$ cat config.mk
export PLATFORM = sky130hd
export DESIGN_NAME = tter_setup
export DESIGN_NICKNAME = d
export VERILOG_FILES = /design/src/rtl/tter_pkg.sv /design/src/rtl/tter_setup.sv
export SDC_FILE = /design/constraint.sdc
export NUM_CORES = 2
export LEC_CHECK = 0
export ABC_AREA = 0
export CAP_MARGIN = 20
export CELL_PAD_IN_SITES_DETAIL_PLACEMENT = 1
export CELL_PAD_IN_SITES_GLOBAL_PLACEMENT = 1
export CORE_UTILIZATION = 53
export CTS_CLUSTER_DIAMETER = 100
export DETAILED_ROUTE_END_ITERATION = 8
export DONT_BUFFER_PORTS = 1
export HOLD_SLACK_MARGIN = 0.1
export PLACE_DENSITY = 0.78
export SLEW_MARGIN = 10
export SYNTH_ARGS = -nofsm -noshare
export SYNTH_HDL_FRONTEND = slang
export SYNTH_SLANG_ARGS = --single-unit
export TNS_END_PERCENT = 30
$ cat constraint.sdc
create_clock -name clk_i -period 9.4 [get_ports clk_i]
set_clock_uncertainty 0.1 [all_clocks]
set_input_delay 1.88 -clock clk_i [delete_from_list [all_inputs] [get_ports clk_i]]
set_output_delay 1.88 -clock clk_i [all_outputs]
set_load 0.005 [all_outputs]
$ cat src/rtl/tter_pkg.sv
// ----------------------------------------------------------------------------
// tter_pkg
// Shared types, widths and constants of the tile edge-function rasterizer.
// ----------------------------------------------------------------------------
`default_nettype none

package tter_pkg;

  localparam int TILE_SIZE_DEF     = 8;
  localparam int SUBPIXEL_BITS_DEF = 4;

  localparam int VW    = 16;       // vertex field width
  localparam int DVW   = VW + 1;   // doubled vertex coordinate
  localparam int DW    = VW + 3;   // edge delta and its negation
  localparam int PAW   = 2 * DW;   // area partial product
  localparam int AAW   = PAW + 1;  // doubled area
  localparam int XW    = 12;       // pixel coordinate
  localparam int CLRW  = 32;
  localparam int TIDW  = 9;
  localparam int BUFW  = 13;

  localparam logic [BUFW-1:0] BUF_WIDTH_RST  = 13'd640;
  localparam logic [BUFW-1:0] BUF_HEIGHT_RST = 13'd480;

  typedef enum logic [0:0] {
    REG_BUFFER_WIDTH  = 1'b0,
    REG_BUFFER_HEIGHT = 1'b1
  } reg_idx_e;

  // input request, last member in the lowest bits
  typedef struct packed {
    logic [TIDW-1:0] tile_row;
    logic [TIDW-1:0] tile_col;
    logic [CLRW-1:0] color;
    logic [VW-1:0]   v2y;
    logic [VW-1:0]   v2x;
    logic [VW-1:0]   v1y;
    logic [VW-1:0]   v1x;
    logic [VW-1:0]   v0y;
    logic [VW-1:0]   v0x;
  } in_item_t;

  localparam int IN_ITEM_W   = $bits(in_item_t);
  localparam int IN_TDATA_W  = ((IN_ITEM_W + 7) / 8) * 8;

  typedef struct packed {
    logic [CLRW-1:0] color;
    logic [XW-1:0]   y;
    logic [XW-1:0]   x;
  } out_data_t;

  localparam int OUT_TDATA_W = $bits(out_data_t);

  // per-triangle geometry, doubled coordinates
  typedef struct packed {
    logic signed [DVW-1:0] ax;
    logic signed [DVW-1:0] ay;
    logic signed [DVW-1:0] bx;
    logic signed [DVW-1:0] by;
    logic signed [DVW-1:0] cx;
    logic signed [DVW-1:0] cy;
    logic signed [DW-1:0]  d0x;
    logic signed [DW-1:0]  nd0y;
    logic signed [DW-1:0]  d1x;
    logic signed [DW-1:0]  nd1y;
    logic signed [DW-1:0]  d2x;
    logic signed [DW-1:0]  nd2y;
  } tri_geom_t;

  typedef struct packed {
    tri_geom_t       geom;
    logic            live;
    logic            positive;
    logic [CLRW-1:0] color;
    logic [TIDW-1:0] tile_col;
    logic [TIDW-1:0] tile_row;
  } tri_setup_t;

  typedef struct packed {
    logic [XW-1:0]   x;
    logic [XW-1:0]   y;
    logic            ok;
    logic            positive;
    logic [CLRW-1:0] color;
    logic            last;
  } pix_meta_t;

endpackage

`default_nettype wire

$ cat src/rtl/tter_setup.sv
// ----------------------------------------------------------------------------
// tter_setup
// Three-stage triangle setup: capture, edge deltas, area products and the
// degenerate / orientation decision.
// ----------------------------------------------------------------------------
`default_nettype none

module tter_setup #(
  parameter int SUBPIXEL_BITS = tter_pkg::SUBPIXEL_BITS_DEF
) (
  input  wire                              clk_i,
  input  wire                              rst_ni,
  input  wire                              in_valid_i,
  output logic                             in_ready_o,
  input  wire  [tter_pkg::IN_ITEM_W-1:0]   in_data_i,
  output logic                             out_valid_o,
  input  wire                              out_ready_i,
  output tter_pkg::tri_setup_t             out_setup_o
);
  import tter_pkg::*;

  localparam longint LIMIT_I = longint'(1) << (2 * SUBPIXEL_BITS + 1);
  localparam logic signed [AAW-1:0] LIM_P = AAW'(LIMIT_I);
  localparam logic signed [AAW-1:0] LIM_N = -LIM_P;

  in_item_t   s1_q;
  tri_setup_t s2_q, s2_d;
  tri_setup_t s3_q;
  logic signed [PAW-1:0] pa_q, pb_q;
  logic v1_q, v2_q, v3_q;
  logic rdy1, rdy2, rdy3;
  logic signed [DVW-1:0] ax, ay, bx, by, cx, cy;
  logic signed [AAW-1:0] area;

  assign rdy3       = !v3_q || out_ready_i;
  assign rdy2       = !v2_q || rdy3;
  assign rdy1       = !v1_q || rdy2;
  assign in_ready_o = rdy1;

  always_ff @(posedge clk_i or negedge rst_ni) begin
    if (!rst_ni) begin
      v1_q <= 1'b0;
      v2_q <= 1'b0;
      v3_q <= 1'b0;
    end else begin
      if (rdy1) v1_q <= in_valid_i;
      if (rdy2) v2_q <= v1_q;
      if (rdy3) v3_q <= v2_q;
    end
  end

  always_comb begin
    ax = $signed({s1_q.v0x, 1'b0});
    ay = $signed({s1_q.v0y, 1'b0});
    bx = $signed({s1_q.v1x, 1'b0});
    by = $signed({s1_q.v1y, 1'b0});
    cx = $signed({s1_q.v2x, 1'b0});
    cy = $signed({s1_q.v2y, 1'b0});
    s2_d           = '0;
    s2_d.geom.ax   = ax;
    s2_d.geom.ay   = ay;
    s2_d.geom.bx   = bx;
    s2_d.geom.by   = by;
    s2_d.geom.cx   = cx;
    s2_d.geom.cy   = cy;
    s2_d.geom.d0x  = DW'(bx) - DW'(ax);
    s2_d.geom.nd0y = DW'(ay) - DW'(by);
    s2_d.geom.d1x  = DW'(cx) - DW'(bx);
    s2_d.geom.nd1y = DW'(by) - DW'(cy);
    s2_d.geom.d2x  = DW'(ax) - DW'(cx);
    s2_d.geom.nd2y = DW'(cy) - DW'(ay);
    s2_d.color     = s1_q.color;
    s2_d.tile_col  = s1_q.tile_col;
    s2_d.tile_row  = s1_q.tile_row;
  end

  always_ff @(posedge clk_i) begin
    if (in_valid_i && rdy1) s1_q <= in_item_t'(in_data_i);
    if (v1_q && rdy2) s2_q <= s2_d;
    if (v2_q && rdy3) begin
      s3_q <= s2_q;
      pa_q <= s2_q.geom.nd0y * s2_q.geom.d2x;
      pb_q <= s2_q.geom.d0x * s2_q.geom.nd2y;
    end
  end

  // doubled area is four times the subpixel area
  assign area = AAW'(pa_q) - AAW'(pb_q);

  always_comb begin
    out_setup_o          = s3_q;
    out_setup_o.live     = (area >= LIM_P) || (area <= LIM_N);
    out_setup_o.positive = area > 0;
  end

  assign out_valid_o = v3_q;

endmodule

`default_nettype wire

==> reports/summary.md <==
Routing
- detailed-route vias per instance: 5.58
- number of routed nets with antenna violations: 0
- number of vias in the routed layout: 30500
- met3 wire length: 9.75 mm
- final routed wirelength across all metal layers: 136 mm
- number of DRC violations after detailed routing: 0
- Iteration-0 DRC Markers: 1938
- routed length per placed instance: 24.8 um
- Met2 Routed Length: 69.2 mm
- Detailed Routing Iterations Pass 1: 5
- highest routing layer actually used: met5
- routed metal-1 wire length: 52.4 mm

Clock network
- clock tree from TritonCTS: done
- number of buffers inserted for hold repair after clock tree synthesis: 0
- cts bufs inserted: 76
- source-to-sink clock delay at the later pin of the worst-skew pair: 0.66 ns
- H-Tree Level Count: 3
- Clk Tree Root Cell: sky130_fd_sc_hd__clkbuf_16
- largest buffer count on any clock path: 3
- total of cells resized after clock tree synthesis: 0
- CTS sink count: 713
- post-CTS setup buffers: 0
- clock-pin slew on the worst setup and hold paths: 0.06 ns

Cells and area
- FILL cells: 9402
- final core utilization: 57.9%
- fraction of layout cells with a size suffix above 1: 3.42%
- number of non-filler instances in the completed layout: 5475
- most common cell after layout, fill and taps aside: sky130_fd_sc_hd__inv_1
- commonest non-fill, non-tap cells in the layout: 871 x sky130_fd_sc_hd__inv_1, 710 x sky130_fd_sc_hd__edfxtp_1, 598 x sky130_fd_sc_hd__fa_1
- final net count: 5241
- synthesis-to-layout area growth: 7.91%

Setup path
- Critical Path Start Type: flop
- depth of the worst register-to-register path: 24
- kind of end point of the critical path: flop
- CP Class: flop to flop
- critical path peak fanout: 18
- origin of the critical flop-to-flop path: s2_q[131]
- critical path data required time: 9.67 ns
- worst endpoint data arrival time: 7.88 ns
- crit path launch: s2_q[131]

GRT
- total global routing overflow: 0
- number of antenna violations at the first check in global routing: 7
- first-pass GRT wire length: 208 mm
- number of global-route vias before repair: 34300
- largest net degree at the start of global routing: 166
- GRT Resource Usage Total: 29.2%

STA
- final slew viol count: 0
- unrepaired setup endpoints after global routing: no
- maximum operating frequency: 132 MHz
- Slew @ Worst Pin: 1.05 ns
- Setup-failing EPs final: 0
- worst max-slew margin expressed relative to the limit: 30.0%
- Hold Violations, Final: 0
- time the worst path needs with I/O delays and setup: 7.60 ns
- sum of negative setup slack: 0 ns
- period utilisation layout: 80.9%

Floorplanning
- die boundary height: 310 um
- core outline area: 93500 sq um
- top-level port count: 420
- initial standard-cell utilization of the core: 53.7%
- die area: 95900 sq um
- Core Rows: 112
- Die X-Extent: 310 um

Synthesis
- Mapped Avg Cell Area: 12.1 sq um
- post-synthesis instance area: 50200 sq um
- Warnings, synthesis: 0
- Post-synth ARST share: 0.421%
- count of cell types in the netlist: 71
- Post-Synthesis Cells: 4156
- primary flip-flop cell chosen by synthesis mapping: sky130_fd_sc_hd__edfxtp_1
- fraction of the yosys area taken by sequential cells: 42.7%
- number of flops mapped to enable cells by yosys: 710
- number of register bits inferred by synthesis: 713

Placed design
- cell count after placement: 5330
- post-detail-place hpwl: 103 mm
- Port Buffers: 0
- routability congestion estimate: 0.874

Run status
- outcome: complete, no violations

Min path
- Min-Delay Path Class: flop to flop
- worst hold path cell count: 0
- startpoint of the worst hold path: s2_q[39]

Flow run
- total of max-cap violations: 0

## layer usage
| metal | up-vias | global-route usage (%) |
|---|---|---|
| met5 | - | 0 |
| met4 | 2 | 9.66 |
| met3 | 231 | 6.70 |
| met2 | 1067 | 51.0 |
| met1 | 15800 | 35.6 |
| li1 | 13400 | - |
## through the flow
stage | area [sq um] | hold WS [ns] | worst slack [ns]
after floorplan | 50200 | 0.300 | 1.06
after global placement | 51400 | 0.300 | 2.04
after detailed placement | 51400 | 0.305 | 1.85
after CTS | 54100 | 0.316 | 1.83
after global routing | 54100 | 0.321 | 1.23
final | 54100 | 0.315 | 1.80
## final timing paths
check                      slack (ns)         endpoint
setup / recovery                 1.80         pa_q[36]
hold / removal                   0.31  out_setup_o[39]
setup reg to reg                 1.80         pa_q[36]
hold reg to reg                  0.31  out_setup_o[39]
max in group asynchronous        8.33             v2_q
min in group asynchronous        0.80             v1_q
## state kept, by name, indices dropped and copies added (netlist names)
name and cells:
cy 16, pa_q 34, pb_q 34, out_valid_o 1, out_setup_o 248, ay 16
s1_q 50, v2_q 1, bx 16, cx 16, ax 16, by 16
v1_q 1, s2_q 248
## Yosys cell counts (17+ instances only)
| master | number | area [sq um] |
|---|---|---|
| sky130_fd_sc_hd__or3_1 | 19 | 119 |
| sky130_fd_sc_hd__edfxtp_1 | 710 | 21300 |
| sky130_fd_sc_hd__o21ai_0 | 89 | 445 |
| sky130_fd_sc_hd__buf_4 | 19 | 143 |
| sky130_fd_sc_hd__inv_1 | 871 | 3270 |
| sky130_fd_sc_hd__xor2_1 | 26 | 228 |
| sky130_fd_sc_hd__o21a_1 | 17 | 128 |
| sky130_fd_sc_hd__fa_1 | 598 | 12000 |
| sky130_fd_sc_hd__o21bai_1 | 21 | 158 |
| sky130_fd_sc_hd__ha_1 | 339 | 4240 |
| sky130_fd_sc_hd__nor2_1 | 156 | 586 |
| sky130_fd_sc_hd__a21oi_1 | 111 | 556 |
| sky130_fd_sc_hd__and2_1 | 320 | 2000 |
| sky130_fd_sc_hd__nand2_1 | 321 | 1200 |
| sky130_fd_sc_hd__nor3_1 | 35 | 175 |
| sky130_fd_sc_hd__a21boi_0 | 19 | 143 |
| sky130_fd_sc_hd__a21o_1 | 36 | 270 |
| sky130_fd_sc_hd__nand2b_1 | 23 | 144 |
| sky130_fd_sc_hd__nand3_1 | 47 | 235 |
| sky130_fd_sc_hd__xnor2_1 | 121 | 1060 |
| sky130_fd_sc_hd__nor2b_1 | 25 | 156 |
| sky130_fd_sc_hd__clkbuf_1 | 76 | 285 |
## cell families after synthesis
logic type / synth area share [%]
adder cells (fa/ha/maj): 32.3
multiplexers: 0.0399
AND/OR/NAND/NOR: 9.90
XOR/XNOR: 2.57
flip-flops: 42.7
buffers and inverters: 7.41
AO/OA/AOI/OAI: 5.09
other: 0.00748
## final cells by class
type / count / area, sq um / share of cell area [%]
Sequential cell: 713 / 21400 / 39.5
Antenna cell: 6 / 15.0 / 0.0277
Inverter: 871 / 3270 / 6.04
Multi-Input combinational cell: 2485 / 25100 / 46.4
Tap cell: 1254 / 1570 / 2.90
Timing Repair Buffer: 7 / 90.1 / 0.166
Clock buffer: 86 / 1960 / 3.62
Clock inverter: 53 / 729 / 1.35
## worst max-delay path: stages (launching register included)
cell and delay [ns]:
sky130_fd_sc_hd__edfxtp_1 0.93, sky130_fd_sc_hd__nand2_1 0.16, sky130_fd_sc_hd__fa_1 0.53, sky130_fd_sc_hd__inv_1 0.05, sky130_fd_sc_hd__fa_1 0.48, sky130_fd_sc_hd__ha_1 0.15
sky130_fd_sc_hd__inv_1 0.05, sky130_fd_sc_hd__fa_1 0.47, sky130_fd_sc_hd__inv_1 0.06, sky130_fd_sc_hd__fa_1 0.53, sky130_fd_sc_hd__inv_1 0.05, sky130_fd_sc_hd__fa_1 0.48
sky130_fd_sc_hd__inv_1 0.07, sky130_fd_sc_hd__ha_1 0.34, sky130_fd_sc_hd__a2111oi_0 0.62, sky130_fd_sc_hd__o211ai_1 0.21, sky130_fd_sc_hd__nand2_1 0.19, sky130_fd_sc_hd__o21ai_0 0.17
sky130_fd_sc_hd__a22oi_1 0.27, sky130_fd_sc_hd__nor4b_1 0.37, sky130_fd_sc_hd__o31ai_1 0.17, sky130_fd_sc_hd__o41ai_1 0.44, sky130_fd_sc_hd__o21bai_1 0.12, sky130_fd_sc_hd__a21oi_1 0.20
sky130_fd_sc_hd__xnor2_1 0.10
Power is left out: the tool's default activity adds up to more than one toggle a clock period on the data nets, which glitch-free logic cannot reach.
