File: src/rtl/tter_pkg.sv
// ----------------------------------------------------------------------------
// tter_pkg
// Shared types, widths and constants of the tile edge-function rasterizer.
// ----------------------------------------------------------------------------
`default_nettype none

package tter_pkg;

  localparam int TILE_SIZE_DEF     = 8;
  localparam int SUBPIXEL_BITS_DEF = 4;

  localparam int VW    = 16;       // vertex field width
  localparam int DVW   = VW + 1;   // doubled vertex coordinate
  localparam int DW    = VW + 3;   // edge delta and its negation
  localparam int PAW   = 2 * DW;   // area partial product
  localparam int AAW   = PAW + 1;  // doubled area
  localparam int XW    = 12;       // pixel coordinate
  localparam int CLRW  = 32;
  localparam int TIDW  = 9;
  localparam int BUFW  = 13;

  localparam logic [BUFW-1:0] BUF_WIDTH_RST  = 13'd640;
  localparam logic [BUFW-1:0] BUF_HEIGHT_RST = 13'd480;

  typedef enum logic [0:0] {
    REG_BUFFER_WIDTH  = 1'b0,
    REG_BUFFER_HEIGHT = 1'b1
  } reg_idx_e;

  // input request, last member in the lowest bits
  typedef struct packed {
    logic [TIDW-1:0] tile_row;
    logic [TIDW-1:0] tile_col;
    logic [CLRW-1:0] color;
    logic [VW-1:0]   v2y;
    logic [VW-1:0]   v2x;
    logic [VW-1:0]   v1y;
    logic [VW-1:0]   v1x;
    logic [VW-1:0]   v0y;
    logic [VW-1:0]   v0x;
  } in_item_t;

  localparam int IN_ITEM_W   = $bits(in_item_t);
  localparam int IN_TDATA_W  = ((IN_ITEM_W + 7) / 8) * 8;

  typedef struct packed {
    logic [CLRW-1:0] color;
    logic [XW-1:0]   y;
    logic [XW-1:0]   x;
  } out_data_t;

  localparam int OUT_TDATA_W = $bits(out_data_t);

  // per-triangle geometry, doubled coordinates
  typedef struct packed {
    logic signed [DVW-1:0] ax;
    logic signed [DVW-1:0] ay;
    logic signed [DVW-1:0] bx;
    logic signed [DVW-1:0] by;
    logic signed [DVW-1:0] cx;
    logic signed [DVW-1:0] cy;
    logic signed [DW-1:0]  d0x;
    logic signed [DW-1:0]  nd0y;
    logic signed [DW-1:0]  d1x;
    logic signed [DW-1:0]  nd1y;
    logic signed [DW-1:0]  d2x;
    logic signed [DW-1:0]  nd2y;
  } tri_geom_t;

  typedef struct packed {
    tri_geom_t       geom;
    logic            live;
    logic            positive;
    logic [CLRW-1:0] color;
    logic [TIDW-1:0] tile_col;
    logic [TIDW-1:0] tile_row;
  } tri_setup_t;

  typedef struct packed {
    logic [XW-1:0]   x;
    logic [XW-1:0]   y;
    logic            ok;
    logic            positive;
    logic [CLRW-1:0] color;
    logic            last;
  } pix_meta_t;

endpackage

`default_nettype wire

File: src/rtl/tter_walker.sv
// ----------------------------------------------------------------------------
// tter_walker
// Holds the current triangle and walks the tile row-major, one pixel per
// cycle while pix_ready_i is high, with buffer clipping.
// ----------------------------------------------------------------------------
`default_nettype none

module tter_walker #(
  parameter int TILE_SIZE = tter_pkg::TILE_SIZE_DEF
) (
  input  wire                           clk_i,
  input  wire                           rst_ni,
  input  wire                           setup_valid_i,
  output logic                          setup_ready_o,
  input  tter_pkg::tri_setup_t          setup_i,
  input  wire  [tter_pkg::BUFW-1:0]     buf_width_i,
  input  wire  [tter_pkg::BUFW-1:0]     buf_height_i,
  output logic                          pix_valid_o,
  input  wire                           pix_ready_i,
  output tter_pkg::pix_meta_t           pix_meta_o,
  output tter_pkg::tri_geom_t           pix_geom_o
);
  import tter_pkg::*;

  localparam int CTRW = $clog2(TILE_SIZE);
  localparam logic [CTRW-1:0] MAXC = CTRW'(TILE_SIZE - 1);

  tri_setup_t cur_q;
  logic have_q;
  logic [CTRW-1:0] col_q, row_q;
  logic is_last, fire, load;
  logic [XW-1:0] x, y;

  assign is_last       = (col_q == MAXC) && (row_q == MAXC);
  assign fire          = have_q && pix_ready_i;
  assign setup_ready_o = !have_q || (fire && is_last);
  assign load          = setup_valid_i && setup_ready_o;

  always_ff @(posedge clk_i or negedge rst_ni) begin
    if (!rst_ni) begin
      have_q <= 1'b0;
      col_q  <= '0;
      row_q  <= '0;
    end else begin
      if (load) begin
        have_q <= 1'b1;
      end else if (fire && is_last) begin
        have_q <= 1'b0;
      end
      if (fire) begin
        if (col_q == MAXC) begin
          col_q <= '0;
          row_q <= is_last ? '0 : row_q + 1'b1;
        end else begin
          col_q <= col_q + 1'b1;
        end
      end
    end
  end

  always_ff @(posedge clk_i) begin
    if (load) cur_q <= setup_i;
  end

  assign x = XW'(cur_q.tile_col * TILE_SIZE) + XW'(col_q);
  assign y = XW'(cur_q.tile_row * TILE_SIZE) + XW'(row_q);

  always_comb begin
    pix_meta_o.x        = x;
    pix_meta_o.y        = y;
    pix_meta_o.ok       = cur_q.live && ({1'b0, x} < buf_width_i)
                          && ({1'b0, y} < buf_height_i);
    pix_meta_o.positive = cur_q.positive;
    pix_meta_o.color    = cur_q.color;
    pix_meta_o.last     = is_last;
  end

  assign pix_geom_o  = cur_q.geom;
  assign pix_valid_o = have_q;

endmodule

`default_nettype wire

File: config.mk
export PLATFORM = sky130hd
export DESIGN_NAME = tter_walker
export DESIGN_NICKNAME = d
export VERILOG_FILES = /design/src/rtl/tter_pkg.sv /design/src/rtl/tter_walker.sv
export SDC_FILE = /design/constraint.sdc
export NUM_CORES = 1
export LEC_CHECK = 0
export ABC_AREA = 1
export BUFFER_PORTS_ARGS = -buffer_cell sky130_fd_sc_hd__buf_2
export CAP_MARGIN = 10
export CORE_AREA = 2 2 221 223
export CTS_CLUSTER_DIAMETER = 80
export DETAILED_ROUTE_END_ITERATION = 8
export DIE_AREA = 0 0 223 225
export GPL_TIMING_DRIVEN = 0
export PLACE_DENSITY = 0.54
export REMOVE_ABC_BUFFERS = 1
export SLEW_MARGIN = 15
export SYNTH_ARGS = -nofsm -noshare
export SYNTH_HDL_FRONTEND = slang
export SYNTH_SLANG_ARGS = --single-unit
File: constraint.sdc
create_clock -name clk_i -period 8.1 [get_ports clk_i]
set_clock_uncertainty 0.15 [all_clocks]
set_input_delay 1.62 -clock clk_i [delete_from_list [all_inputs] [get_ports clk_i]]
set_output_delay 1.62 -clock clk_i [all_outputs]
set_load 0.05 [all_outputs]
==> results of run 1 <==
==> layout make-up <==
cell class	count	area, µm²	area share [%]
sequential	275	8220	59.1
timing repair buffer	576	2930	21.0
clock buffer	42	923	6.63
tap	615	769	5.53
multi-input combinational	105	671	4.82
clock inverter	21	239	1.72
inverter	41	161	1.16
antenna	4	10.0	0.0719
==> through the flow <==
stage / TNS (ns) / hold slack, ns / setup slack, ns
CTS: 0 / 0.398 / 3.44
finish: 0 / 0.399 / 3.52
global placement: -580.24 / 0.386 / -2.20
floorplan: -55.42 / 0.633 / -0.207
global route: 0 / 0.426 / 3.34
detailed placement: 0 / 0.381 / 3.44
==> placed cells by master, fill, tap and decap left out, drive strengths merged <==
master and n:
buf 576, o21ai 3, dfrtp 7, bufinv 4
nor2b 1, inv 44, diode 4, nand4 2
nand3 10, edfxtp 268, ha 26, a21oi 5
clkinvlp 3, nor2 11, clkbuf 42, clkinv 11
nand2 47
==> worst register-to-register path, cell delays in order (launching register included) <==
cell and delay [ns]:
dfrtp_1 0.40, ha_1 0.17, ha_1 0.16, nand2_1 0.16, o21ai_2 0.22, nand2_1 0.17
inv_8 0.37, buf_16 0.42
==> sequential cells by signal (all words and copies together) (netlist names) <==
| register | cells |
|---|---|
| col_q | 3 |
| row_q | 3 |
| pix_valid_o | 1 |
| pix_geom_o | 216 |
| cur_q | 19 |
| pix_meta_o | 33 |
==> how the worst max path moves through the flow <==
stage | slack, ns | cells after the start | end | startpoint
2_1_floorplan | -0.21 | 4 | cur_q[0] | pix_ready_i
3_3_place_gp | -2.20 | 5 | pix_geom_o[211] | pix_ready_i
3_5_place_dp | 3.44 | 11 | pix_meta_o[34] | buf_width_i[11]
4_1_cts | 3.44 | 11 | pix_meta_o[34] | buf_width_i[11]
5_1_grt | 3.34 | 11 | pix_meta_o[34] | buf_width_i[11]
6_report | 3.52 | 11 | pix_meta_o[34] | buf_height_i[4]
==> cell families (layout without fill, tap and decap cells) <==
| logic type | count (synthesis) | in the layout | synth area share (%) |
|---|---|---|---|
| AOI/OAI and AO/OA | 8 | 8 | 0.396 |
| adders and majority gates | 26 | 26 | 2.94 |
| buffers and inverters | 309 | 680 | 19.6 |
| DFF | 275 | 275 | 74.4 |
| other | 0 | 4 | 0 |
| and+or+nand+nor | 71 | 71 | 2.73 |
==> power by group <==
part           total (mW)  internal (mW)  switching (mW)
Sequential           1.68           1.65          0.0303
Combinational       0.481          0.125           0.356
Clock                1.56          0.951           0.610
==> per-layer routing <==
metal,track usage (%),up-vias
met5,0,-
met4,3.81,8
met3,5.07,49
met2,17.6,341
met1,11.4,2863
li1,-,2815
==> results by group, run 1 <==
Finish
  – Cell area after layout: 0.0139 mm²
  – Layout filler cell count: slightly below 5,000
  – Post-Layout Cell Count: roughly 1,700
  – Fraction of layout cells with a size suffix above 1: around three fifths
  – P&R area growth vs syn: 25.9%
  – Final net count: ~1,400
  – Util after Layout: about 30%

Yosys
  – Synth Register Bits: about 280
  – Top_reg_cell synth: edfxtp_1
  – EDFF count, synth: 268
  – Syn avg cell area: ~16 µm²
  – Largest cells by area after synthesis: edfxtp_1 73%, buf_4 18%, ha_1 2.9%
  – Area leader, netlist: edfxtp_1
  – Post-synth cell types: 16
  – Synth Cell Area: about 0.011 mm²
  – Mapped Cells: roughly 700
  – Top cell type's share of synthesized area: just over 70%
  – Ys Warns: 0
  – Post-synthesis sequential area ratio: about three quarters
  – Asr flop ratio synth: about 2.5%
  – Post-synth top cells: 268 x buf_4, 268 x edfxtp_1, 46 x nand2_1, 41 x inv_1, 26 x ha_1

STA
  – Fin crit period: 4.58 ns
  – Max_slew headroom: ~55%
  – Max Fclk: around 220 MHz
  – Fin. max-slew vios: 0
  – # setup viols final: 0
  – Hold Fails Final Rpt: 0
  – Crit share post-route: between 50% and 60%
  – Worst-Margin Slew: approximately 0.67 ns
  – RSZ-0062 raised after global routing: false

Die
  – Initial cell density of the core: between 20% and 30%
  – Number of I/O pins: ~580
  – # rows: 80
  – Core box area: around 0.048 mm²
  – Die height: 225 µm
  – Die ar.: between 0.05 and 0.06 mm²
  – Die W: about 220 µm

Route
  – Detailed-route DRC error count: 0
  – Vias: 6,076
  – M1 WL: a little over 10 mm
  – Antenna Nets Post-Route: 0
  – Starting DRT DRC Count: 280
  – Vias/cell: 3.62
  – Drt first pass iters: 4
  – Drt wl/cell: 16.7 µm
  – Met2 wire len: around 14 mm
  – Met3 Wirelength: 3.01 mm
  – Top sig layer: met5
  – Final WL: 28.0 mm

CTS
  – Post-cts sizing count: 0
  – CTS tree: done
  – Clock Latency Late Sink: 0.53 ns
  – Total CTS buffers: 35
  – H-tree levels: 2
  – Num Clock Sinks: approximately 280
  – Bufs on Longest Clock Path: 3
  – # Post-CTS Setup Buffers: 0
  – CTS hold repair buffers: 0
  – Clock slew seen by the registers of the worst setup and hold paths: roughly 0.060 ns
  – CTS root buf: clkbuf_16

Global routing
  – Antenna violations before repair: 9
  – Largest net degree at the start of global routing: 115
  – Vias in the first global route: ~6,600
  – Tot GR Track Use: a little over a tenth
  – First-pass GRT wire length: 39.0 mm
  – Gr ovfl total: 0

Pwr
  – Leakage: approximately 5.9 nW
  – Tot Pwr: between 3 and 4 mW
  – Power Dens Cells: 267 mW/mm²
  – Max VDD drop: between 0.00015 and 0.0002 V

Worst hold path
  – HP Class: register to register
  – Hold_sp: col_q[2]
  – WHS Endpoint: col_q[2]
  – Hold depth: 2

Critical path
  – Crit Path Class: input pin to output pin
  – CP Max Fanout: 2
  – Crit start category: input pin
  – R2R setup slack: 5.30 ns
  – Crit end category: output pin
  – Worst Path Buf+Inv: 4
  – Slowest library cell on the worst path: ha_1
  – CP cell instances: buf_2, inv_1, ha_1, nand2_1, inv_1, nand2_1, nand3_1, nand2_1, nand2_1, nor2_1, buf_2
  – Data arrival, critical path: between 2 and 3 ns
  – R2r endpoint: pix_geom_o[111]
  – Largest stage delay, worst path: 0.29 ns
  – Worst EP required: ~6.3 ns
  – Cells on worst reg2reg path: 7
  – CP top delay family: simple AND/OR/NAND/NOR gates
  – Most used cell, CP: nand2_1
  – Worst r2r src: col_q[1]

Placement
  – Buffers on Ports: 574
  – Placed Cells: around 1,600
  – Placed cell area: between 0.01 and 0.015 mm²
  – DP HPWL: 21.7 mm
  – Placer congestion estimate: approximately 0.83

Flow run
  – Max-cap violations: 0

Outcome
  – Outcome: complete, no violations
Power figures use the tool's default switching activity.
==> run 2: changes to the inputs <==
Settings changed: CORE_AREA 2 2 221 223 to 2 2 224 226, DIE_AREA 0 0 223 225 to 0 0 226 228.
Clock period 8.1 ns to 4.2 ns, I/O delays scaled along.
==> run 2 against run 1 <==
- sequential share of layout area up 0.13 points
- via count shrank 1.0%
- global-route usage is 0.30 points lower
- first-iteration DRC count is 19% lower
- wire length fell by 2.8%
- critical path depth stayed put
- count of clock-buffer cells in the layout grew 2
- sequential cell count stayed put
- die area up 2.7%
- combinational power up 93%
- worst setup slack got worse by 2.4 ns
- sequential power rose by 92%
==> results by group, run 2 (synthesized netlist as in run 1, its figures left out) <==
Placement
  – Dpl ws: 1.09 ns
  – DP HPWL: between 20 and 25 mm
  – Buffers on Ports: approximately 570
  – Placer congestion estimate: 0.850

Worst hold path
  – HP Class: input pin to register

Global routing
  – Antenna violations before repair: 5
  – First-pass GRT wire length: slightly below 40 mm
  – Gr ovfl total: 0
  – Vias in the first global route: roughly 6,500
  – Tot GR Track Use: about 10%
  – Largest net degree at the start of global routing: 114

Critical path
  – Most used cell, CP: nand2_1
  – CP top delay family: simple AND/OR/NAND/NOR gates
  – Data arrival, critical path: between 2 and 2.5 ns
  – CP cell instances: buf_2, inv_1, ha_1, nand2_1, nor2_1, nand2_1, nand3_1, nand2_1, nand2_1, nor2_1, buf_2
  – Crit start category: input pin
  – Largest stage delay, worst path: between 0.2 and 0.3 ns
  – Crit end category: output pin
  – Slowest library cell on the worst path: ha_1
  – Crit Path Class: input pin to output pin
  – Worst Path Buf+Inv: 3
  – Worst EP required: between 3 and 4 ns
  – CP Max Fanout: 2

Die
  – Die ar.: roughly 0.052 mm²
  – Die height: roughly 230 µm
  – Initial cell density of the core: 22.4%
  – Number of I/O pins: approximately 580
  – Core box area: 0.0493 mm²
  – Die W: 226 µm
  – # rows: approximately 80

CTS
  – Total CTS buffers: 34
  – Bufs on Longest Clock Path: 3
  – H-tree levels: 2
  – Clock Latency Late Sink: about 0.51 ns
  – Clock slew seen by the registers of the worst setup and hold paths: about 0.060 ns
  – Num Clock Sinks: between 200 and 300
  – Post-cts sizing count: 0
  – CTS tree: done
  – CTS root buf: clkbuf_16

STA
  – Fin crit period: around 3 ns
  – RSZ-0062 raised after global routing: false
  – Fin. max-slew vios: 0
  – Setup WS post-layout: roughly 1.1 ns
  – Max_slew headroom: a little over half
  – Crit share post-route: between 70% and 80%
  – Setup TNS: 0 ns
  – Worst-Margin Slew: 0.681 ns
  – Hold Fails Final Rpt: 0
  – # setup viols final: 0
  – Max Fclk: approximately 330 MHz

Pwr
  – Power Dens Cells: ~500 mW/mm²
  – Leakage: between 5 and 6 nW
  – Max VDD drop: 0.000329 V

Flow run
  – Max-cap violations: 0

Finish
  – P&R area growth vs syn: 25.6%
  – Most frequent cells in the layout: 574 x buf_2, 268 x edfxtp_1, 46 x nand2_1
  – Most common cell after layout, fill and taps aside: buf_2
  – Fraction of layout cells with a size suffix above 1: 59.3%
  – Final net count: 1,358
  – Max reg flops: 216

Route
  – Drt wl/cell: 15.7 µm
  – Vias: 6,013
  – Final WL: about 27 mm
  – Drt first pass iters: 4
  – Antenna Nets Post-Route: 0
  – Vias/cell: 3.47
  – Detailed-route DRC error count: 0
  – Starting DRT DRC Count: ~230

Outcome
  – Outcome: complete, no violations
## run 2: changes by cell type in the layout (fill, tap and decap cells not counted), sizes merged
cell | previous run | this run
dlygate4sd3 | 0 | 1
clkinvlp | 3 | 0
diode | 4 | 2
inv | 44 | 46
clkbuf | 42 | 44
bufinv | 4 | 2
clkinv | 11 | 8
## run 2: metal layers
layer  global-route usage [%]  share of wire (%)
met2                     16.7                 48
met5                        0               0.15
met4                     3.44                2.5
met1                     11.3                 38
met3                     5.32                 12
## run 2: path summary, 6_finish.rpt
kind / slack (ns) / cells after the start / from / to
min in group asynchronous: 0.55 / 2 / rst_ni / row_q[2]
max in group asynchronous: 3.18 / 2 / rst_ni / col_q[2]
max reg2reg: 1.45 / 7 / col_q[1] / pix_geom_o[113]
min: 0.34 / 1 / setup_i[168] / pix_geom_o[116]
max: 1.13 / 11 / buf_height_i[4] / pix_meta_o[34]
min reg2reg: 0.40 / 2 / row_q[1] / row_q[1]
## run 2: final cells by class
class / count / area, µm²
diodes: 2 / 5.00
clock buffers: 44 / 910
clock inverters: 15 / 146
fillers: 5069 / 35500
inverters: 41 / 161
multi-input cells: 105 / 671
flip-flops and latches: 275 / 8220
well taps: 672 / 841
repair buffers: 577 / 2940
## run 2: metrics by stage
stage,cell area (µm²),hold WS [ns],power (mW),instances,utilization (%)
6_report,13900,0.335,6.96,1731,28.2
5_1_grt,13900,0.295,7.25,1729,28.1
4_1_cts,13900,0.291,7.09,1729,28.1
3_5_place_dp,12800,0.388,4.23,1669,26.0
3_3_place_gp,12800,0.388,4.26,1667,25.9
2_1_floorplan,9050,0.394,3.92,421,-
## run 2: worst reg2reg max path: stages (launching register included)
cell	delay (ns)
dfrtp_1	0.40
ha_1	0.17
ha_1	0.15
nand2_1	0.14
o21ai_2	0.20
nand2_1	0.17
inv_8	0.38
buf_16	0.41
## run 2: what timing repair did
| item | 4_1_cts | 5_1_grt |
|---|---|---|
| setup buffers | 0 | 0 |
| hold buffers | 1 | 0 |
| endpoints found under the hold margin | 7 | 0 |
## run 2: power breakdown
group | switching, mW | leakage [nW] | total, mW | internal (mW)
registers | 0.0576 | 2.51 | 3.23 | 3.18
logic | 0.684 | 2.88 | 0.926 | 0.242
clock network | 1.13 | 0.516 | 2.80 | 1.67
total | 1.88 | 5.90 | 6.96 | 5.08
